[src/hw/rtl/wcf_pkg.sv]
// ----------------------------------------------------------------------------
// wcf_pkg
// Shared constants, types and helpers of the window convolution filter.
// ----------------------------------------------------------------------------
package wcf_pkg;

  localparam int MAX_KERNEL     = 7;
  localparam int MAX_WIDTH      = 1024;
  localparam int MAX_HEIGHT     = 1024;
  localparam int COEF_FRAC_BITS = 16;

  localparam int COEF_COUNT = MAX_KERNEL * MAX_KERNEL;
  localparam int KW         = $clog2(MAX_KERNEL + 1);
  localparam int SLOT_W     = $clog2(MAX_KERNEL);
  localparam int COL_W      = $clog2(MAX_WIDTH);
  localparam int DIM_W      = (($clog2(MAX_WIDTH) > $clog2(MAX_HEIGHT)) ?
                               $clog2(MAX_WIDTH) : $clog2(MAX_HEIGHT)) + 1;
  localparam int CFG_W      = 11;
  localparam int PIX_W      = 8;
  localparam int COEF_W     = 20;
  localparam int CIDX_W     = 6;
  localparam int KIDX_W     = $clog2(COEF_COUNT);
  localparam int PROD_W     = PIX_W + COEF_W;
  localparam int ACC_W      = PROD_W + $clog2(COEF_COUNT);
  localparam int LINE_DEPTH = (2 ** SLOT_W) * MAX_WIDTH;
  localparam int QUEUE_DEPTH = 2;
  localparam int QPTR_W     = $clog2(QUEUE_DEPTH);

  typedef enum logic [1:0] {
    KIND_LOAD  = 2'd0,
    KIND_PIXEL = 2'd1,
    KIND_DRAIN = 2'd2
  } kind_e;

  localparam logic [1:0] CFG_KERNEL = 2'd0;
  localparam logic [1:0] CFG_WIDTH  = 2'd1;
  localparam logic [1:0] CFG_HEIGHT = 2'd2;

  typedef struct packed {
    logic [KW-1:0]    n;
    logic [KW-1:0]    half;
    logic [DIM_W-1:0] w;
    logic [DIM_W-1:0] h;
  } cfg_t;

  typedef struct packed {
    logic              interior;
    logic              last;
    logic [SLOT_W-1:0] top_slot;
    logic [SLOT_W-1:0] slot;
    logic [COL_W-1:0]  ox;
    logic [COL_W-1:0]  col0;
  } job_t;

  typedef struct packed {
    logic              pix_we;
    logic [SLOT_W-1:0] pix_slot;
    logic [COL_W-1:0]  pix_col;
    logic [PIX_W-1:0]  pix_data;
    logic              coef_we;
    logic [KIDX_W-1:0] coef_idx;
    logic [COEF_W-1:0] coef_data;
  } wr_t;

  typedef struct packed {
    logic empty;
    logic full;
  } qstat_t;

  typedef struct packed {
    logic busy;
  } bstat_t;

  function automatic logic [KW-1:0] eff_n(input logic [2:0] k);
    int n;
    n = int'(k);
    if (n < 3) n = 3;
    if (k[0] == 1'b0 && n == int'(k)) n = n + 1;
    if (n > MAX_KERNEL) n = ((MAX_KERNEL % 2) != 0) ? MAX_KERNEL : MAX_KERNEL - 1;
    return KW'(n);
  endfunction

  function automatic logic [DIM_W-1:0] eff_dim(input logic [CFG_W-1:0] v, input int hi);
    int d;
    d = int'(v);
    if (d < 3) d = 3;
    if (d > hi) d = hi;
    return DIM_W'(d);
  endfunction

endpackage

[src/hw/rtl/wcf_front.sv]
// ----------------------------------------------------------------------------
// wcf_front
// Accepts requests, tracks raster positions, writes line and coefficient
// storage and queues one job per result.
// ----------------------------------------------------------------------------
module wcf_front import wcf_pkg::*; (
  input  logic              clk_i,
  input  logic              rst_ni,
  input  logic              in_valid_i,
  output logic              in_ready_o,
  input  logic [1:0]        kind_i,
  input  logic [CIDX_W-1:0] coefficient_index_i,
  input  logic [COEF_W-1:0] coefficient_value_i,
  input  logic [PIX_W-1:0]  pixel_value_i,
  input  logic              cfg_valid_i,
  output logic              cfg_ready_o,
  input  logic [1:0]        cfg_index_i,
  input  logic [CFG_W-1:0]  cfg_data_i,
  input  qstat_t            qstat_i,
  input  bstat_t            bstat_i,
  output logic              push_o,
  output job_t              job_o,
  output wr_t               wr_o,
  output cfg_t              cfg_o
);

  logic [2:0]        kernel_q;
  logic [CFG_W-1:0]  width_q, height_q;
  logic [COL_W-1:0]  in_col_q, in_col_d, ox_q, ox_d;
  logic [DIM_W-1:0]  in_row_q, in_row_d, oy_q, oy_d;
  logic [SLOT_W-1:0] in_slot_q, in_slot_d, out_slot_q, out_slot_d;

  logic [DIM_W-1:0] half_d, ox_ext;
  logic is_pix, is_load, is_drain, in_done, pix_write, pos_ok, emit, accept;

  assign cfg_o.n    = eff_n(kernel_q);
  assign cfg_o.half = cfg_o.n >> 1;
  assign cfg_o.w    = eff_dim(width_q, MAX_WIDTH);
  assign cfg_o.h    = eff_dim(height_q, MAX_HEIGHT);

  assign half_d = DIM_W'(cfg_o.half);
  assign ox_ext = DIM_W'(ox_q);

  assign is_pix   = (kind_i == KIND_PIXEL);
  assign is_load  = (kind_i == KIND_LOAD);
  assign is_drain = (kind_i == KIND_DRAIN);
  assign in_done  = (in_row_q >= cfg_o.h);
  assign pix_write = is_pix && !in_done;
  assign pos_ok = (in_row_q > half_d) || (in_row_q == half_d && DIM_W'(in_col_q) >= half_d);
  assign emit = (pix_write && pos_ok) || ((is_drain || is_pix) && in_done);

  // storage writes wait until the back end has nothing in flight
  assign in_ready_o = !qstat_i.full &&
                      ((is_load || is_pix) ? (qstat_i.empty && !bstat_i.busy) : 1'b1);
  assign accept = in_valid_i && in_ready_o;
  assign push_o = accept && emit;
  assign cfg_ready_o = 1'b1;

  assign job_o.interior = (oy_q >= half_d) && (oy_q + half_d < cfg_o.h) &&
                          (ox_ext >= half_d) && (ox_ext + half_d < cfg_o.w);
  assign job_o.last = (ox_ext == cfg_o.w - DIM_W'(1)) && (oy_q == cfg_o.h - DIM_W'(1));
  assign job_o.top_slot = (KW'(out_slot_q) >= cfg_o.half) ?
                          SLOT_W'(KW'(out_slot_q) - cfg_o.half) :
                          SLOT_W'(KW'(out_slot_q) + KW'(MAX_KERNEL) - cfg_o.half);
  assign job_o.slot = out_slot_q;
  assign job_o.ox   = ox_q;
  assign job_o.col0 = ox_q - COL_W'(cfg_o.half);

  assign wr_o.pix_we    = accept && pix_write;
  assign wr_o.pix_slot  = in_slot_q;
  assign wr_o.pix_col   = in_col_q;
  assign wr_o.pix_data  = pixel_value_i;
  assign wr_o.coef_we   = accept && is_load && (int'(coefficient_index_i) < COEF_COUNT);
  assign wr_o.coef_idx  = KIDX_W'(coefficient_index_i);
  assign wr_o.coef_data = coefficient_value_i;

  always_comb begin
    in_col_d   = in_col_q;
    in_row_d   = in_row_q;
    in_slot_d  = in_slot_q;
    ox_d       = ox_q;
    oy_d       = oy_q;
    out_slot_d = out_slot_q;
    if (accept && pix_write) begin
      if (DIM_W'(in_col_q) == cfg_o.w - DIM_W'(1)) begin
        in_col_d  = '0;
        in_row_d  = in_row_q + DIM_W'(1);
        in_slot_d = (in_slot_q == SLOT_W'(MAX_KERNEL - 1)) ? '0 : in_slot_q + SLOT_W'(1);
      end else begin
        in_col_d = in_col_q + COL_W'(1);
      end
    end
    if (push_o) begin
      if (job_o.last) begin
        in_col_d   = '0;
        in_row_d   = '0;
        in_slot_d  = '0;
        ox_d       = '0;
        oy_d       = '0;
        out_slot_d = '0;
      end else if (ox_ext == cfg_o.w - DIM_W'(1)) begin
        ox_d       = '0;
        oy_d       = oy_q + DIM_W'(1);
        out_slot_d = (out_slot_q == SLOT_W'(MAX_KERNEL - 1)) ? '0 : out_slot_q + SLOT_W'(1);
      end else begin
        ox_d = ox_q + COL_W'(1);
      end
    end
    // a register write abandons the frame in progress
    if (cfg_valid_i && (cfg_index_i == CFG_KERNEL || cfg_index_i == CFG_WIDTH ||
                        cfg_index_i == CFG_HEIGHT)) begin
      in_col_d   = '0;
      in_row_d   = '0;
      in_slot_d  = '0;
      ox_d       = '0;
      oy_d       = '0;
      out_slot_d = '0;
    end
  end

  always_ff @(posedge clk_i or negedge rst_ni) begin
    if (!rst_ni) begin
      kernel_q   <= 3'd3;
      width_q    <= CFG_W'(512);
      height_q   <= CFG_W'(512);
      in_col_q   <= '0;
      in_row_q   <= '0;
      in_slot_q  <= '0;
      ox_q       <= '0;
      oy_q       <= '0;
      out_slot_q <= '0;
    end else begin
      in_col_q   <= in_col_d;
      in_row_q   <= in_row_d;
      in_slot_q  <= in_slot_d;
      ox_q       <= ox_d;
      oy_q       <= oy_d;
      out_slot_q <= out_slot_d;
      if (cfg_valid_i) begin
        case (cfg_index_i)
          CFG_KERNEL: kernel_q <= cfg_data_i[2:0];
          CFG_WIDTH:  width_q  <= cfg_data_i;
          CFG_HEIGHT: height_q <= cfg_data_i;
          default: ;
        endcase
      end
    end
  end

endmodule

[config.mk]
export PLATFORM = sky130hd
export DESIGN_NAME = wcf_front
export DESIGN_NICKNAME = d
export VERILOG_FILES = /design/src/hw/rtl/wcf_pkg.sv /design/src/hw/rtl/wcf_front.sv
export SDC_FILE = /design/constraint.sdc
export NUM_CORES = 1
export LEC_CHECK = 0
export BUFFER_PORTS_ARGS = -buffer_cell sky130_fd_sc_hd__buf_2
export CAP_MARGIN = 10
export CORE_UTILIZATION = 51
export DETAILED_ROUTE_END_ITERATION = 16
export HOLD_SLACK_MARGIN = 0.05
export MAX_ROUTING_LAYER = met4
export PLACE_DENSITY = 0.79
export SKIP_CTS_REPAIR_TIMING = 1
export SYNTH_ARGS = -nofsm -noshare
export SYNTH_HDL_FRONTEND = slang
export SYNTH_SLANG_ARGS = --single-unit
export TNS_END_PERCENT = 100
[constraint.sdc]
create_clock -name clk_i -period 4.6 [get_ports clk_i]
set_clock_uncertainty 0.2 [all_clocks]
set_input_delay 0.92 -clock clk_i [delete_from_list [all_inputs] [get_ports clk_i]]
set_output_delay 0.92 -clock clk_i [all_outputs]
set_load 0.1 [all_outputs]
==> flow_metrics.env <==
export IMPL_grt_busiest_layer="met2"
export IMPL_synth_top_cell_by_area="dfrtp_1"
export IMPL_gp_congestion=1.00
export IMPL_synth_edff_count=0
export IMPL_firstDrtPassIters=5
export IMPL_rsz0062_at_grt="yes"
export IMPL_gr_total_overflow=0
export IMPL_p_int_mw=1.86
export IMPL_htreeDepth=3
export IMPL_drive_gt1_share_pct=30.0
export IMPL_num_vias=7568
export IMPL_reg2reg_depth=15
export IMPL_period_share_pct=105
export IMPL_diodes=0
export IMPL_slew_violations=0
export IMPL_place_inst=1175
export IMPL_io_buffers=104
export IMPL_path_class="reg -> out"
export IMPL_fin_crit_ns=4.85
export IMPL_path_clk_slew_ns=0.06
export IMPL_die_w_um=124
export IMPL_gr_usage_met3_pct=4.47
export IMPL_dieHeight_um=124
export IMPL_start_kind="flop"
export IMPL_synth_cell_types=85
export IMPL_cellPowerDensity_nw_per_um2=436
export IMPL_synth_area_top_cells="dfrtp_1 23%, ha_1 9.3%, mux2_2 4.3%"
export IMPL_ios=164
export IMPL_synth_area_per_cell_sq_um=8.27
export IMPL_hold_slack_ns=0.396
export IMPL_initial_utilization_pct=52.3
export IMPL_worst_hold_path_num_cells=2
export IMPL_synth_ff_latch_count=73
export IMPL_vdd_ir_drop_max_uv=356
export IMPL_cts_buffer_depth=2
export IMPL_antenna_found_initial=0
export IMPL_end_kind="output pin"
export IMPL_synthFlopType="dfrtp_1"
export IMPL_drt_total_wl_mm=23.0
export IMPL_yosysMostFrequentCell="dfrtp_1"
export IMPL_p_leak_nw=4.10
export IMPL_fin_util_pct=61.9
export IMPL_worst_slew_pin_slew_ns=1.01
export IMPL_maxCapViolations=0
export IMPL_met2_usage_pct=45.6
export IMPL_grt_pass1_vias=7102
export IMPL_hold_violations=0
export IMPL_cp_max_fo=4
export IMPL_combPwrFrac_pct=62.6
export IMPL_cts_made_buffers=9
export IMPL_synth_top_area_share_pct=22.6
export IMPL_p_sw_share_pct=52.9
export IMPL_dieArea_sq_um=15500
export IMPL_slew_headroom_pct=32.8
export IMPL_clkPwrFrac_pct=17.4
export IMPL_grt_max_degree=74
export IMPL_final_cells=1198
export IMPL_cts_sinks=73
export IMPL_power_total_mw=3.94
export IMPL_pwr_share_seq_pct=20.1
export IMPL_cts_tree="done"
export IMPL_dpl_hpwl_mm=17.1
export IMPL_ys_seq_area_share_pct=24.0
export IMPL_ys_top_cells_by_count="69 x dfrtp_1, 65 x nor2_1, 63 x nand2_1"
export IMPL_drt_wirelength_per_cell_um=19.2
export IMPL_ant_nets=0
export IMPL_worstHoldPathType="reg -> reg"
export IMPL_critPathRequiredTime_ns=3.48
export IMPL_drcViolationCount=0
export IMPL_area_growth_pct=18.4
export IMPL_core_sq_um=14600
export IMPL_grtUsageTotal_pct=29.9
export IMPL_drtIter0Drc=734
export IMPL_synthCells=923
export IMPL_vias_per_cell=6.32
export IMPL_async_flop_share_pct=100
export IMPL_n_fill_cell=1228
export IMPL_clock_root_buffer="clkbuf_16"
export IMPL_yosys_warnings=0
export IMPL_syn_cell_area_sq_um=7640
export IMPL_grt_met1_usage_pct=39.4
export IMPL_violations="setup timing"
export IMPL_place_ws_ns=0.0145
export IMPL_finalSetupViolations=2
export IMPL_nets=1127
export IMPL_arrival_ns=3.73
export IMPL_setup_slack_ns=-0.253
export IMPL_run_status="finished, violations left"
export IMPL_clk_latency_ns=0.35
export IMPL_rows=44
export IMPL_grt_pass1_wl_mm=36.4
export IMPL_p_switching_mw=2.09
export IMPL_clock_fmax_mhz=206
==> power groups by stage <==
stage | sequential [mW] | combinational, mW | clock [mW]
after floorplan | 0.803 | 1.90 | 0
after global placement | 0.789 | 2.36 | 0
after detailed placement | 0.793 | 2.38 | 0
after CTS | 0.783 | 2.39 | 0.696
after global routing | 0.798 | 2.61 | 0.729
final | 0.790 | 2.47 | 0.685
==> final cells by class <==
| class | instances | area, sq um | area share, % |
|---|---|---|---|
| multi-input cells | 690 | 5320 | 58.8 |
| flip-flops and latches | 73 | 1830 | 20.3 |
| repair buffers | 172 | 1130 | 12.5 |
| clock buffers | 11 | 253 | 2.80 |
| inverters | 63 | 241 | 2.67 |
| well taps | 184 | 230 | 2.55 |
| clock inverters | 5 | 37.5 | 0.415 |
==> stage by stage <==
step / TNS (ns) / area (sq um)
after CTS: -0.799 / 8850
after global placement: 0 / 8560
after detailed placement: 0 / 8560
after floorplan: -0.550 / 7800
final: -0.342 / 9040
after global routing: -0.640 / 9040
==> worst max-delay path, cell delays in order, from the launching register on <==
cell and delay (ns):
dfstp_2 0.56, nand2b_4 0.14, ha_4 0.14, mux2i_4 0.06, nand2_4 0.10, ha_4 0.14
inv_2 0.04, fa_2 0.41, nor2_4 0.14, nand3_2 0.12, nor2_2 0.15, xnor2_1 0.13
ha_1 0.28, a21oi_2 0.12, nor2b_1 0.05, o21ai_1 0.18, nand4_1 0.19, nor3_4 0.24
buf_12 0.21
==> sequential cells by signal (all words and copies together), names as in the netlist <==
| signal | count |
|---|---|
| height_q | 11 |
| in_row_q | 11 |
| in_col_q | 10 |
| width_q | 11 |
| out_slot_q | 3 |
| oy_q | 11 |
| in_slot_q | 3 |
| ox_q | 10 |
| kernel_q | 3 |
==> final timing paths <==
kind,start,end,slack (ns)
setup / recovery,kernel_q[0],job_o[27],-0.25
hold / removal,in_slot_q[1],in_slot_q[1],0.40
setup reg to reg,width_q[6],in_row_q[9],0.24
hold reg to reg,in_slot_q[1],in_slot_q[1],0.40
max in group asynchronous,rst_ni,kernel_q[2],2.99
min in group asynchronous,rst_ni,in_col_q[2],0.50
==> cell usage in the layout, fill, tap and decap left out, types with 6 or more instances in the layout <==
master / n
nor2_1: 61
xnor2_2: 8
ha_1: 53
nor3_1: 16
xnor2_1: 30
or3_1: 14
o31ai_2: 6
nor2b_1: 11
mux2i_1: 10
dfrtp_1: 68
buf_4: 70
a21oi_1: 34
clkbuf_16: 9
o211ai_1: 13
nand2b_1: 14
buf_12: 6
o2111ai_1: 7
xor2_1: 17
nor4_1: 22
a32oi_1: 7
mux2_2: 29
o21ai_0: 25
a211oi_1: 11
buf_2: 96
and2_1: 9
inv_1: 57
or4_1: 8
nand4_1: 24
and3_1: 14
nand3_1: 30
nand2_1: 62
a31oi_1: 11
==> cells by family after synthesis <==
group	synth area share, %
xor gates and xnor gates	6.93
adders and majority gates	10.7
DFF	24.0
buffers and inverters	10.2
and+or+nand+nor	25.0
muxes	5.85
AOI/OAI and AO/OA	17.3
other	0.0983
==> metal layers <==
metal  part of all wire [%]  vias to the layer above
met5                      0                        -
met4                    3.4                        0
met3                    8.1                       73
met2                     46                      402
met1                     42                     3617
li1                       -                     3476
(Power assumes the default switching activity.)
