[src/hw/rtl/wcf_pkg.sv]
// ----------------------------------------------------------------------------
// wcf_pkg
// Shared constants, types and helpers of the window convolution filter.
// ----------------------------------------------------------------------------
package wcf_pkg;

  localparam int MAX_KERNEL     = 7;
  localparam int MAX_WIDTH      = 1024;
  localparam int MAX_HEIGHT     = 1024;
  localparam int COEF_FRAC_BITS = 16;

  localparam int COEF_COUNT = MAX_KERNEL * MAX_KERNEL;
  localparam int KW         = $clog2(MAX_KERNEL + 1);
  localparam int SLOT_W     = $clog2(MAX_KERNEL);
  localparam int COL_W      = $clog2(MAX_WIDTH);
  localparam int DIM_W      = (($clog2(MAX_WIDTH) > $clog2(MAX_HEIGHT)) ?
                               $clog2(MAX_WIDTH) : $clog2(MAX_HEIGHT)) + 1;
  localparam int CFG_W      = 11;
  localparam int PIX_W      = 8;
  localparam int COEF_W     = 20;
  localparam int CIDX_W     = 6;
  localparam int KIDX_W     = $clog2(COEF_COUNT);
  localparam int PROD_W     = PIX_W + COEF_W;
  localparam int ACC_W      = PROD_W + $clog2(COEF_COUNT);
  localparam int LINE_DEPTH = (2 ** SLOT_W) * MAX_WIDTH;
  localparam int QUEUE_DEPTH = 2;
  localparam int QPTR_W     = $clog2(QUEUE_DEPTH);

  typedef enum logic [1:0] {
    KIND_LOAD  = 2'd0,
    KIND_PIXEL = 2'd1,
    KIND_DRAIN = 2'd2
  } kind_e;

  localparam logic [1:0] CFG_KERNEL = 2'd0;
  localparam logic [1:0] CFG_WIDTH  = 2'd1;
  localparam logic [1:0] CFG_HEIGHT = 2'd2;

  typedef struct packed {
    logic [KW-1:0]    n;
    logic [KW-1:0]    half;
    logic [DIM_W-1:0] w;
    logic [DIM_W-1:0] h;
  } cfg_t;

  typedef struct packed {
    logic              interior;
    logic              last;
    logic [SLOT_W-1:0] top_slot;
    logic [SLOT_W-1:0] slot;
    logic [COL_W-1:0]  ox;
    logic [COL_W-1:0]  col0;
  } job_t;

  typedef struct packed {
    logic              pix_we;
    logic [SLOT_W-1:0] pix_slot;
    logic [COL_W-1:0]  pix_col;
    logic [PIX_W-1:0]  pix_data;
    logic              coef_we;
    logic [KIDX_W-1:0] coef_idx;
    logic [COEF_W-1:0] coef_data;
  } wr_t;

  typedef struct packed {
    logic empty;
    logic full;
  } qstat_t;

  typedef struct packed {
    logic busy;
  } bstat_t;

  function automatic logic [KW-1:0] eff_n(input logic [2:0] k);
    int n;
    n = int'(k);
    if (n < 3) n = 3;
    if (k[0] == 1'b0 && n == int'(k)) n = n + 1;
    if (n > MAX_KERNEL) n = ((MAX_KERNEL % 2) != 0) ? MAX_KERNEL : MAX_KERNEL - 1;
    return KW'(n);
  endfunction

  function automatic logic [DIM_W-1:0] eff_dim(input logic [CFG_W-1:0] v, input int hi);
    int d;
    d = int'(v);
    if (d < 3) d = 3;
    if (d > hi) d = hi;
    return DIM_W'(d);
  endfunction

endpackage

[src/hw/rtl/wcf_queue.sv]
// ----------------------------------------------------------------------------
// wcf_queue
// Short job queue between the front end and the compute back end.
// ----------------------------------------------------------------------------
module wcf_queue import wcf_pkg::*; (
  input  logic   clk_i,
  input  logic   rst_ni,
  input  logic   push_i,
  input  job_t   job_i,
  input  logic   pop_i,
  output job_t   job_o,
  output qstat_t qstat_o
);

  job_t              entry_q [QUEUE_DEPTH];
  logic [QPTR_W-1:0] wptr_q, rptr_q;
  logic [QPTR_W:0]   count_q;

  assign job_o         = entry_q[rptr_q];
  assign qstat_o.empty = (count_q == '0);
  assign qstat_o.full  = (count_q == (QPTR_W+1)'(QUEUE_DEPTH));

  always_ff @(posedge clk_i) begin
    if (push_i) entry_q[wptr_q] <= job_i;
  end

  always_ff @(posedge clk_i or negedge rst_ni) begin
    if (!rst_ni) begin
      wptr_q  <= '0;
      rptr_q  <= '0;
      count_q <= '0;
    end else begin
      if (push_i) wptr_q <= (wptr_q == QPTR_W'(QUEUE_DEPTH - 1)) ? '0 : wptr_q + QPTR_W'(1);
      if (pop_i)  rptr_q <= (rptr_q == QPTR_W'(QUEUE_DEPTH - 1)) ? '0 : rptr_q + QPTR_W'(1);
      case ({push_i, pop_i})
        2'b10:   count_q <= count_q + (QPTR_W+1)'(1);
        2'b01:   count_q <= count_q - (QPTR_W+1)'(1);
        default: count_q <= count_q;
      endcase
    end
  end

endmodule

[config.mk]
export PLATFORM = sky130hd
export DESIGN_NAME = wcf_queue
export DESIGN_NICKNAME = d
export VERILOG_FILES = /design/src/hw/rtl/wcf_pkg.sv /design/src/hw/rtl/wcf_queue.sv
export SDC_FILE = /design/constraint.sdc
export NUM_CORES = 1
export LEC_CHECK = 0
export BUFFER_PORTS_ARGS = -buffer_cell sky130_fd_sc_hd__buf_4
export CAP_MARGIN = 20
export CORE_UTILIZATION = 46
export CTS_CLUSTER_DIAMETER = 120
export DETAILED_ROUTE_END_ITERATION = 8
export PLACE_DENSITY = 0.74
export SKIP_CTS_REPAIR_TIMING = 1
export SLEW_MARGIN = 30
export SYNTH_ARGS = -nofsm -noshare
export SYNTH_HDL_FRONTEND = slang
export SYNTH_SLANG_ARGS = --single-unit
[constraint.sdc]
create_clock -name clk_i -period 2.09 [get_ports clk_i]
set_input_delay 0.418 -clock clk_i [delete_from_list [all_inputs] [get_ports clk_i]]
set_output_delay 0.418 -clock clk_i [all_outputs]
set_load 0.1 [all_outputs]
==> impl_metrics.yaml, run 1 <==
floorplanning:
  dieWidth_microns: 72.0
  start_util_pct: 47.7
  core_area_sq_mm: 0.00472
  io_pins: 62
  placementRows: 25
  fp.dieH_microns: 72.0
  die-area_sq_mm: 0.00518
critical_path:
  startpoint_type: "flop"
  cp_cell_sequence: "buf_4 > mux2_2 > buf_4"
  critPathRequiredTime_ns: 1.67
  end_kind: "primary output"
  worstSetupPathType: "flop to primary output"
  path_buf_inv: 2
  crit_family: "flip-flops"
  max_stage_delay_ns: 0.46
  cp_slowest_cell: "dfrtp_2"
  path_max_fanout: 8
  cp.arrival_ns: 1.61
  timing.critical_path.mode_cell: "buf_4"
detailed_routing:
  via_count: 1175
  wl_per_cell_microns: 15.6
  drtAntennaViolNets: 0
  drt_iter0_drc: 78
  avgViaCountPerCell: 4.66
  drcViolationCount: 0
  dr.pass1.iters: 6
  routed_wl_microns: 3930
synth:
  yosys.area.top_type_share_pct: 74.7
  syn_area_per_cell_sq_um: 21.9
  syn_nets: 136
  syn-cell-area_sq_mm: 0.00225
  synth_seq_cells: 60
  yosys.area.top_type: "edfxtp_1"
  yosys_warnings: 0
  syn-instance-count: 103
  synth.distinct_cells: 14
  synth.area.top_cells: "edfxtp_1 (75%), mux2_2 (9.0%), mux2_4 (6.7%), dfrtp_1 (4.4%), xor2_1 (1.2%)"
  ys_seq_area_share_pct: 79.1
placed_design:
  placed_cell_area_sq_mm: 0.00282
  gp_congestion: 0.691
  port_buffers: 61
  dp_hpwl_microns: 2820
  dpl.cell_count: 235
grt:
  grtUsageMet1_pct: 20.8
  grt.overflow.total: 0
  use_met2_pct: 24.9
  grt_use_total_pct: 16.6
  grt_busiest_layer: "met2"
  grt_pass1_wl_microns: 6020
  use_met3_pct: 5.69
  antenna_found_initial: 0
  grt_pass1_vias: 1226
  grt_max_degree: 17
finish:
  final_cell_mix: "buf_4 (68), edfxtp_1 (56), mux2_2 (18)"
  diodes: 0
  fin_util_pct: 63.8
  fill_cells: 346
  syn2layout_area_growth_pct: 33.8
  stdcell_count: 252
  final_area_sq_mm: 0.00301
  multi_input_area_sq_um: 440
  drive_gt1_share_pct: 61.6
  ff_latch_area_sq_mm: 0.00178
  fin_nets: 213
  mostFrequentLayoutCell: "buf_4"
flow_run:
  max_cap_viol_count: 0
cts:
  htreeDepth: 3
  cts.sinks: 60
  root_buffer: "clkbuf_8"
  cts_buffers: 9
  clk_latency_ns: 0.33
  cts_buffer_depth: 2
  cts_tree: "done"
  clk_pin_slew_ns: 0.06
sta:
  fmax_mhz: 494
  setup_viol: 0
  finalHoldViolations: 0
  slew_violations: 0
  rsz0062_at_grt: "no"
  worstMarginPinSlew_ns: 0.452
  post-route-period-util_pct: 96.8
  skew_ns: 0.00378
  period_minus_slack_ns: 2.02
  max_slew_margin_pct: 69.8
outcome:
  status: "finished, final reports clean"
hold_path:
  hold_path.class: "input pin to flop"
-- sequential cells by signal, summed over array words and instances (netlist names) --
signal   cells
entry_q     56
count_q      2
rptr_q       1
wptr_q       1
-- per-layer routing --
layer  wire, microns  share of wire [%]
met5               0                  0
met4              53                1.3
met3             237                6.0
met2            1950                 49
met1            1700                 43
-- layout make-up --
class,count,share of cell area [%]
Tap cell,67,2.78
Clock inverter,7,1.91
Clock buffer,9,4.11
Timing Repair Buffer,69,17.3
Multi-Input combinational cell,39,14.6
Sequential cell,60,59.2
Inverter,1,0.125
-- stage by stage --
stage / setup slack [ns] / TNS, ns / hold WS, ns
global placement: 0.345 / 0 / 0.217
global route: 0.00521 / 0 / 0.255
finish: 0.0669 / 0 / 0.273
CTS: -0.0468 / -0.525 / -0.136
floorplan: 0.0192 / 0 / 0.122
detailed placement: 0.326 / 0 / 0.219
-- cell families after synthesis --
family	synth area share, %
DFF	79.1
muxes	15.7
xor gates and xnor gates	1.94
and+or+nand+nor	1.06
buffers and inverters	1.67
adders and majority gates	0.555
-- final timing paths --
path | start | slack, ns | endpoint | cells past startpoint
hold reg to reg | count_q[1] | 0.52 | count_q[1] | 1
hold / removal | job_i[17] | 0.27 | entry_q[1][17] | 1
setup / recovery | rptr_q | 0.07 | job_o[19] | 3
max in group asynchronous | rst_ni | 1.57 | rptr_q | 2
min in group asynchronous | rst_ni | 0.41 | count_q[1] | 2
setup reg to reg | wptr_q | 0.65 | entry_q[1][12] | 2
-- cell usage after synthesis, drive strengths merged --
cell	n
nor2b	1
dfrtp	4
ha	1
and2	1
nor2	3
xnor2	2
edfxtp	56
buf	3
xor2	3
mux2	28
inv	1
Power of run 1 is left out: the tool's default activity adds up to more than one toggle a clock period on the data nets, which glitch-free logic cannot reach.
==> run 2, diff against run 1 <==
- CORE_UTILIZATION: 46 -> 33
- PLACE_DENSITY: 0.74 -> unset
- RECOVER_POWER: unset -> 25
==> run 2 against run 1 <==
  * The flow now finishes with violations (DRC)
  * Wire length fell by 0.92%
  * Final cell count increased by 3.6%
  * First-iteration DRC count shrank 19%
  * Register-to-register slack better by 0.33 ns
  * Clock skew increased by 0.00089 ns
  * Design area is essentially flat
  * Utilization down 17 points
  * Fmax rose by 2.1%
  * Flip-flop and latch count stayed put
  * Critical path type unchanged
  * Highest routed layer unchanged
==> impl_metrics.yaml, run 2 (synthesis results as in run 1) <==
outcome:
  status: "finished, violations left"
  violations: "DRC"
placed_design:
  gp_congestion: 0.676
  port_buffers: 61
  place_ws_ns: 0.368
  dp_hpwl_microns: 2760
  placed_cell_area_sq_mm: 0.00283
detailed_routing:
  drt_iter0_drc: 63
  avgViaCountPerCell: 4.42
  wl_per_cell_microns: 14.9
  drtAntennaViolNets: 0
  drcViolationCount: 5
  dr.pass1.iters: 7
  routed_wl_microns: 3900
  via_count: 1153
critical_path:
  end_kind: "primary output"
  worstSetupPathType: "flop to primary output"
  critPathRequiredTime_ns: 1.67
  path_max_fanout: 20
  startpoint_type: "flop"
  cp.arrival_ns: 1.56
grt:
  grt_max_degree: 21
  grt_pass1_vias: 1283
  grt_pass1_wl_microns: 6060
  grt_use_total_pct: 12.0
  grt.overflow.total: 0
  antenna_found_initial: 0
floorplanning:
  core_area_sq_mm: 0.00646
  dieWidth_microns: 84.6
  io_pins: 62
  placementRows: 29
  die-area_sq_mm: 0.00716
  fp.dieH_microns: 84.6
  start_util_pct: 34.9
finish:
  syn2layout_area_growth_pct: 33.7
  final_cell_mix: "edfxtp_1 (56), buf_4 (45), mux2_2 (18), clkbuf_4 (18), mux2_4 (10)"
  diodes: 0
  drive_gt1_share_pct: 58.7
  fin_nets: 212
  largest_reg_flops: 56
  final_area_sq_mm: 0.00301
  reg_top3: "entry_q (56), count_q (2)"
  mostFrequentLayoutCell: "edfxtp_1"
  largest-register: "entry_q"
cts:
  cts_tree: "done"
  cts_buffer_depth: 2
  clk_latency_ns: 0.33
  clk_pin_slew_ns: 0.06
  cts_buffers: 9
  cts.sinks: 60
  htreeDepth: 3
  root_buffer: "clkbuf_8"
flow_run:
  max_cap_viol_count: 0
sta:
  period_minus_slack_ns: 1.98
  worstMarginPinSlew_ns: 0.282
  rsz0062_at_grt: "no"
  setup_slack_ns: 0.109
  setup_viol: 0
  finalHoldViolations: 0
  slew_violations: 0
  max_slew_margin_pct: 81.4
  fmax_mhz: 505
  skew_ns: 0.00467
  post-route-period-util_pct: 94.8
hold_path:
  hold_path.class: "input pin to flop"
-- run 2: worst max-delay path, stage by stage, from the launching register on --
cell	delay, ns
dfrtp_1	0.36
buf_6	0.25
mux2_2	0.38
buf_4	0.23
-- run 2: through the flow --
stage / setup TNS, ns / cells / hold slack [ns] / utilization [%]
after floorplan: 0 / 103 / 0.122 / -
after global placement: 0 / 244 / 0.218 / 43.7
after detailed placement: 0 / 244 / 0.218 / 43.7
after CTS: -0.00447 / 260 / -0.150 / 46.6
after global routing: 0 / 261 / 0.259 / 46.6
final: 0 / 261 / 0.276 / 46.6
-- run 2: worst paths after layout --
kind                                 from        endpoint  slack (ns)  cells past startpoint
worst max-delay path               rptr_q        job_o[8]        0.11                      3
worst min-delay path            job_i[17]  entry_q[0][17]        0.28                      1
worst max register to register     wptr_q  entry_q[1][18]        0.98                      2
worst min register to register     wptr_q          wptr_q        0.51                      1
max in group asynchronous          rst_ni          wptr_q        1.57                      2
min in group asynchronous          rst_ni      count_q[0]        0.42                      2
-- run 2: layout make-up --
class	instances	area [sq um]
clock inverter	6	55.1
inverter	1	3.75
multi-input combinational	39	440
timing repair buffer	68	505
fill	574	3450
clock buffer	10	128
tap	77	96.3
sequential	60	1780
-- run 2: routing by layer --
layer	global-route usage [%]	part of all wire [%]
met5	0	0
met1	13.6	39
met2	18.9	51
met4	9.71	3.5
met3	3.54	5.9
Power of run 2 is left out for the same reason.
==> run 3, diff against run 2 <==
- RECOVER_POWER: 25 -> unset
==> run 3 against run 2 <==
  * The run still ends with DRC left
  * Flip-flop and latch count unchanged
  * Final cell count stayed put
  * Via count rose by 0.26%
  * Global-route usage is the same
  * Worst hold slack lost 0.0060 ns
  * Worst setup slack worse by 0.0055 ns
  * Critical path type unchanged
  * Critical endpoint unchanged
  * Highest routed layer unchanged
==> impl_metrics.yaml, run 3 (synthesis results as in run 1) <==
critical_path:
  worstSetupPathType: "flop to primary output"
  startpoint_type: "flop"
  end_kind: "primary output"
  r2r.worst_path.cells: 2
  cp_slowest_cell: "mux2_2"
  path_buf_inv: 2
  path_max_fanout: 20
  cp.arrival_ns: 1.57
  cp_cell_sequence: "buf_6 > mux2_2 > buf_4"
  max_stage_delay_ns: 0.38
  worst-path-stages: 3
  critPathRequiredTime_ns: 1.67
  crit_family: "buffers and inverters"
outcome:
  violations: "DRC"
  status: "finished, violations left"
finish:
  syn2layout_area_growth_pct: 34.2
  mostFrequentLayoutCell: "buf_4"
  fin_nets: 212
  drive_gt1_share_pct: 60.3
  fill_cells: 574
  largest_reg_flops: 56
  largest-register: "entry_q"
  reg_top3: "entry_q (56), count_q (2)"
  final_area_sq_mm: 0.00302
  final_cell_mix: "buf_4 (66), edfxtp_1 (56), mux2_2 (18)"
  diodes: 0
grt:
  grtUsageMet1_pct: 13.6
  grt_use_total_pct: 12.0
  use_met2_pct: 18.9
  grt_max_degree: 21
  antenna_found_initial: 0
  use_met3_pct: 3.54
  grt_pass1_wl_microns: 6060
  grt_pass1_vias: 1283
  grt.overflow.total: 0
  grt_busiest_layer: "met2"
sta:
  finalHoldViolations: 0
  skew_ns: 0.00471
  worstMarginPinSlew_ns: 0.282
  hold_ws_ns: 0.270
  period_minus_slack_ns: 1.99
  post-route-period-util_pct: 95.0
  rsz0062_at_grt: "no"
  setup_viol: 0
  fmax_mhz: 504
  max_slew_margin_pct: 81.4
  setup_slack_ns: 0.104
  slew_violations: 0
floorplanning:
  start_util_pct: 34.9
  fp.dieH_microns: 84.6
  io_pins: 62
  core_area_sq_mm: 0.00646
  dieWidth_microns: 84.6
  die-area_sq_mm: 0.00716
  placementRows: 29
cts:
  htreeDepth: 3
  cts_buffers: 9
  clk_latency_ns: 0.33
  cts.sinks: 60
  cts_tree: "done"
  root_buffer: "clkbuf_8"
  cts_buffer_depth: 2
  clk_pin_slew_ns: 0.06
placed_design:
  port_buffers: 61
  dp_hpwl_microns: 2760
  gp_congestion: 0.676
  place_ws_ns: 0.368
  placed_cell_area_sq_mm: 0.00283
detailed_routing:
  dr.pass1.iters: 6
  drtAntennaViolNets: 0
  drcViolationCount: 5
  via_count: 1156
  routed_wl_microns: 3930
  drt_iter0_drc: 76
  wl_per_cell_microns: 15.1
  avgViaCountPerCell: 4.43
hold_path:
  hold_path.class: "input pin to flop"
  hold_depth: 1
flow_run:
  max_cap_viol_count: 0
==> run 3: through the flow <==
step | utilization (%) | cells | setup TNS [ns]
6_report | 46.8 | 261 | 0
3_5_place_dp | 43.7 | 244 | 0
5_1_grt | 46.8 | 261 | 0
3_3_place_gp | 43.7 | 244 | 0
2_1_floorplan | - | 103 | 0
4_1_cts | 46.6 | 260 | -0.00447
==> run 3: per-layer routing <==
layer	routed length, microns	part of all wire [%]
met5	0	0
met4	136	3.5
met3	237	6.0
met2	2010	51
met1	1550	39
==> run 3: path summary, 6_finish.rpt <==
| check | from | end | slack [ns] |
|---|---|---|---|
| max in group asynchronous | rst_ni | wptr_q | 1.57 |
| max | rptr_q | job_o[8] | 0.10 |
| min | job_i[15] | entry_q[1][15] | 0.27 |
| max reg2reg | wptr_q | entry_q[1][0] | 0.98 |
| min reg2reg | wptr_q | wptr_q | 0.51 |
| min in group asynchronous | rst_ni | count_q[0] | 0.42 |
==> run 3: layout make-up <==
type	count	area [sq um]	share of cell area [%]
sequential	60	1780	59.0
multi-input combinational	39	440	14.6
clock buffer	10	128	4.22
tap	77	96.3	3.19
clock inverter	6	55.1	1.82
timing repair buffer	68	517	17.1
inverter	1	3.75	0.124
Power of run 3 is left out for the same reason.
